## src/design/streaming_kth_largest_top_assert.svh

```systemverilog
// Assertion helpers shared by the streaming k-th largest block.
`ifndef STREAMING_KTH_LARGEST_TOP_ASSERT_SVH
`define STREAMING_KTH_LARGEST_TOP_ASSERT_SVH

// Same-cycle implication, checked outside reset.
`define SKT_ASSERT_HOLDS(label, clk, rst, ante, cons, msg) \
   label: assert property (@(posedge clk) disable iff (rst) (ante) |-> (cons)) \
      else $error(msg);

// Next-cycle implication, checked outside reset.
`define SKT_ASSERT_NEXT(label, clk, rst, ante, cons, msg) \
   label: assert property (@(posedge clk) disable iff (rst) (ante) |=> (cons)) \
      else $error(msg);

`endif

```

## src/design/skt_pkg.sv

```systemverilog
package skt_pkg;

   localparam int VALUE_W = 32;
   localparam int RANK_W  = 7;

   typedef logic signed [VALUE_W-1:0] value_type;

   // Link from one cell to its right neighbor
   typedef struct packed {
      logic      keep;   // this cell holds a value >= the incoming one
      value_type value;  // this cell's stored value
   } link_type;

endpackage

```

## src/design/skt_cell.sv

```systemverilog
module skt_cell (
   input  logic               clock,
   input  logic               shift_en,
   input  logic               occupied,
   input  skt_pkg::value_type ins_value,
   input  skt_pkg::link_type  left_link,
   output skt_pkg::link_type  right_link
);

   skt_pkg::value_type value_ff;
   skt_pkg::value_type value_in;
   logic               keep;

   // Entry stays when it is valid and not smaller than the new value
   assign keep = occupied && (value_ff >= ins_value);

   // Keep own value, take the new one at the insertion point, else shift right
   always_comb begin
      if (keep) begin
         value_in = value_ff;
      end else if (left_link.keep) begin
         value_in = ins_value;
      end else begin
         value_in = left_link.value;
      end
   end

   always_ff @(posedge clock) begin
      if (shift_en) begin
         value_ff <= value_in;
      end
   end

   assign right_link = '{keep: keep, value: value_ff};

endmodule

```

## config.mk

```make
export PLATFORM = sky130hd
export DESIGN_NAME = skt_cell
export DESIGN_NICKNAME = d
export VERILOG_FILES = /design/src/design/streaming_kth_largest_top_assert.svh /design/src/design/skt_pkg.sv /design/src/design/skt_cell.sv
export SDC_FILE = /design/constraint.sdc
export NUM_CORES = 1
export LEC_CHECK = 0
export ABC_AREA = 1
export BUFFER_PORTS_ARGS = -buffer_cell sky130_fd_sc_hd__buf_2
export CELL_PAD_IN_SITES_DETAIL_PLACEMENT = 1
export CELL_PAD_IN_SITES_GLOBAL_PLACEMENT = 2
export CORE_MARGIN = 5
export CORE_UTILIZATION = 26
export CTS_CLUSTER_DIAMETER = 40
export DETAILED_ROUTE_END_ITERATION = 6
export GPL_TIMING_DRIVEN = 0
export PLACE_DENSITY_LB_ADDON = 0.25
export SYNTH_ARGS = -nofsm -noshare
export SYNTH_HDL_FRONTEND = slang
export SYNTH_SLANG_ARGS = --single-unit
```

## constraint.sdc

```tcl
create_clock -name clock -period 4.6 [get_ports clock]
set_input_delay 1.38 -clock clock [delete_from_list [all_inputs] [get_ports clock]]
set_output_delay 1.38 -clock clock [all_outputs]
set_load 0.01 [all_outputs]
```

==> out/qor.txt <==
Die W = 102 um
TritonCTS Buffers = 5
count leader, synth = a21oi_1
Vias = 2,032
largest net degree at the start of global routing = 21
Post-synth EDFFs = 32
max frequency = 229 MHz
Total GRT Usage = 12.5%
register area = 961 sq um
Final Critical Period = 4.38 ns
cells after synthesis = 249
Ys Warns = 0
hold_ws = 1.16 ns
CTS max path bufs = 2
commonest cells in the netlist = a21oi_1 (44), inv_1 (42), nor2_1 (38)
clock sinks = 32
Final GP Congestion = 0.721
post-route ant nets = 0
fraction of the mapped netlist area in adder cells = 18.3%
ys flop type = edfxtp_1
Biggest register = value_ff
biggest registers after layout = value_ff: 32 flops
status = complete, no violations
Multi-input gate area = 0.00104 sq mm
Worst EP arrival = 3.00 ns
row count = 33
Mapped Avg Cell Area = 8.77 sq um
Core ar. = 0.00822 sq mm
final setup vio count = 0
area delta synth->final = 34.4%
slew margin rel. = 58.8%
PortBufs = 99
fraction of layout cells with a size suffix above 1 = 32.7%
Vias/cell = 4.39
Post-Syn Area = 0.00218 sq mm
die area = 0.0103 sq mm
cts-stage hold buffer count = 0
post-synthesis sequential area ratio = 44.0%
fillers = 1,048
PD cells = 273 mW/mm^2
CTS tree = yes
critical path fanouts, max = 2
Simple-Gate Fraction of Synth Area = 15.2%
Synth Area in Compound Gates = 13.0%
Post-route DRC = 0
Final Hold Viols = 0
Netlist cell types = 23
cell taking the most area after synthesis = edfxtp_1
Antenna diodes = 0
kind of start point of the critical path = primary input
flip-flop count of the largest register after layout = 32
clk slew on worst S/H paths = 0.07 ns
routed wire length = 6150 um
post-synth top area share = 44.0%
Power Total = 0.801 mW
HPWL after detailed placement = 4980 um
gr ovfl total = 0
CP endpoint kind = primary output
post-layout util = 35.7%
largest family of logic cells by synthesized area = adder cells
number of DRC markers in iteration 0 = 46
fin crit share = 95.1%
root buffer cell = clkbuf_8
Synth area leaders = edfxtp_1 (44%), ha_1 (18%), a21oi_1 (10%)
worst skew pair latency = 0.28 ns
Initial Utilization = 26.6%
skew final = 0.00320 ns
mux cell area share after synthesis = 0.515%
1st-pass router iterations = 3
Seq cells post-synth = 32
critical path class = primary input to primary output
Slew @ Worst Pin = 0.619 ns
LEAKAGE = 1.50 nW
H-Tree Depth = 2
vias in the first global route = 2,196
IO Count = 101
Max-cap violations = 0
die height = 102 um
Post-Synth XOR/XNOR Area = 0%
Max VDD drop = 100 uV
Syn Nets = 349
Hold Path Class = flop to flop
initial antenna violation count = 0
wire per inst = 13.3 um
Max Slew Vio Count = 0
async set-or-reset flop fraction in the synthesized netlist = 0%
Final nets = 457
Worst EP required = 3.22 ns
first-pass GRT wire length = 10,100 um
[cell type report]
cell class,instances,share of cell area [%]
multi-input cells,166,35.4
plain buffers,8,1.15
clock inverters,1,0.128
repair buffers,101,18.1
inverters,43,5.50
flip-flops and latches,32,32.7
well taps,105,4.47
clock buffers,7,2.60
[cell usage in the layout, fill, tap and decap left out, types with 3 or more instances in the layout]
cell / netlist / routed
nor2_1: 38 / 37
buf_2: 0 / 99
ha_1: 32 / 32
edfxtp_1: 32 / 32
nand2_1: 32 / 32
nand4_1: 3 / 3
inv_1: 42 / 42
clkbuf_8: 0 / 5
clkbuf_1: 6 / 8
a21oi_1: 44 / 44
[per-layer routing]
| metal | vias to the layer above | GRT usage, % | routed length (um) |
|---|---|---|---|
| met3 | 6 | 3.93 | 488 |
| li1 | 1044 | - | - |
| met1 | 919 | 15.4 | 2780 |
| met2 | 63 | 21.1 | 2820 |
| met5 | - | 0 | 0 |
| met4 | 0 | 3.68 | 70 |
[worst max-delay path: stages]
cell and delay [ns]:
buf_2 0.08, inv_1 0.04, ha_1 0.29, nand2_1 0.06, nor2_2 0.13, nand4_1 0.14, nor3b_2 0.24, nand2_1 0.10
nand3_1 0.09, nand3_2 0.09, nand2_1 0.07, inv_1 0.04, buf_4 0.11, buf_2 0.13
[logic make-up (layout without fill, tap and decap cells)]
family / Yosys count / in the layout
AO/OA/AOI/OAI: 53 / 53
adder cells (fa/ha/maj): 32 / 32
buffers and inverters: 51 / 160
flip-flops: 32 / 32
multiplexers: 1 / 1
AND/OR/NAND/NOR: 80 / 80
[final timing paths]
kind         slack (ns)              to          start  cells past startpoint
max                0.22  right_link[32]  ins_value[21]                     14
min                1.16     value_ff[5]   value_ff[31]                      5
max reg2reg        1.89    value_ff[18]   value_ff[23]                     11
min reg2reg        1.16     value_ff[5]   value_ff[31]                      5
[metrics by stage]
step | TNS (ns) | instances | cell area, sq um | setup WS [ns]
after floorplan | 0 | 249 | 2180 | 0.590
after global placement | -4.31 | 453 | 2810 | -0.137
after detailed placement | 0 | 454 | 2850 | 0.107
after CTS | 0 | 462 | 2930 | 0.0960
after global routing | -0.00239 | 463 | 2940 | -0.00239
final | 0 | 463 | 2940 | 0.224
[where the power goes]
part,leakage (nW),switching [mW],internal [mW]
Combinational,1.16,0.120,0.0967
Clock,0.0399,0.111,0.106
Sequential,0.303,0.0126,0.355
[what timing repair did]
item / CTS / global route
resized for setup: 0 / 1
setup buffers: 0 / 1
setup endpoints to repair: 0 / 1
No activity file was read; power rests on OpenSTA's default activity.
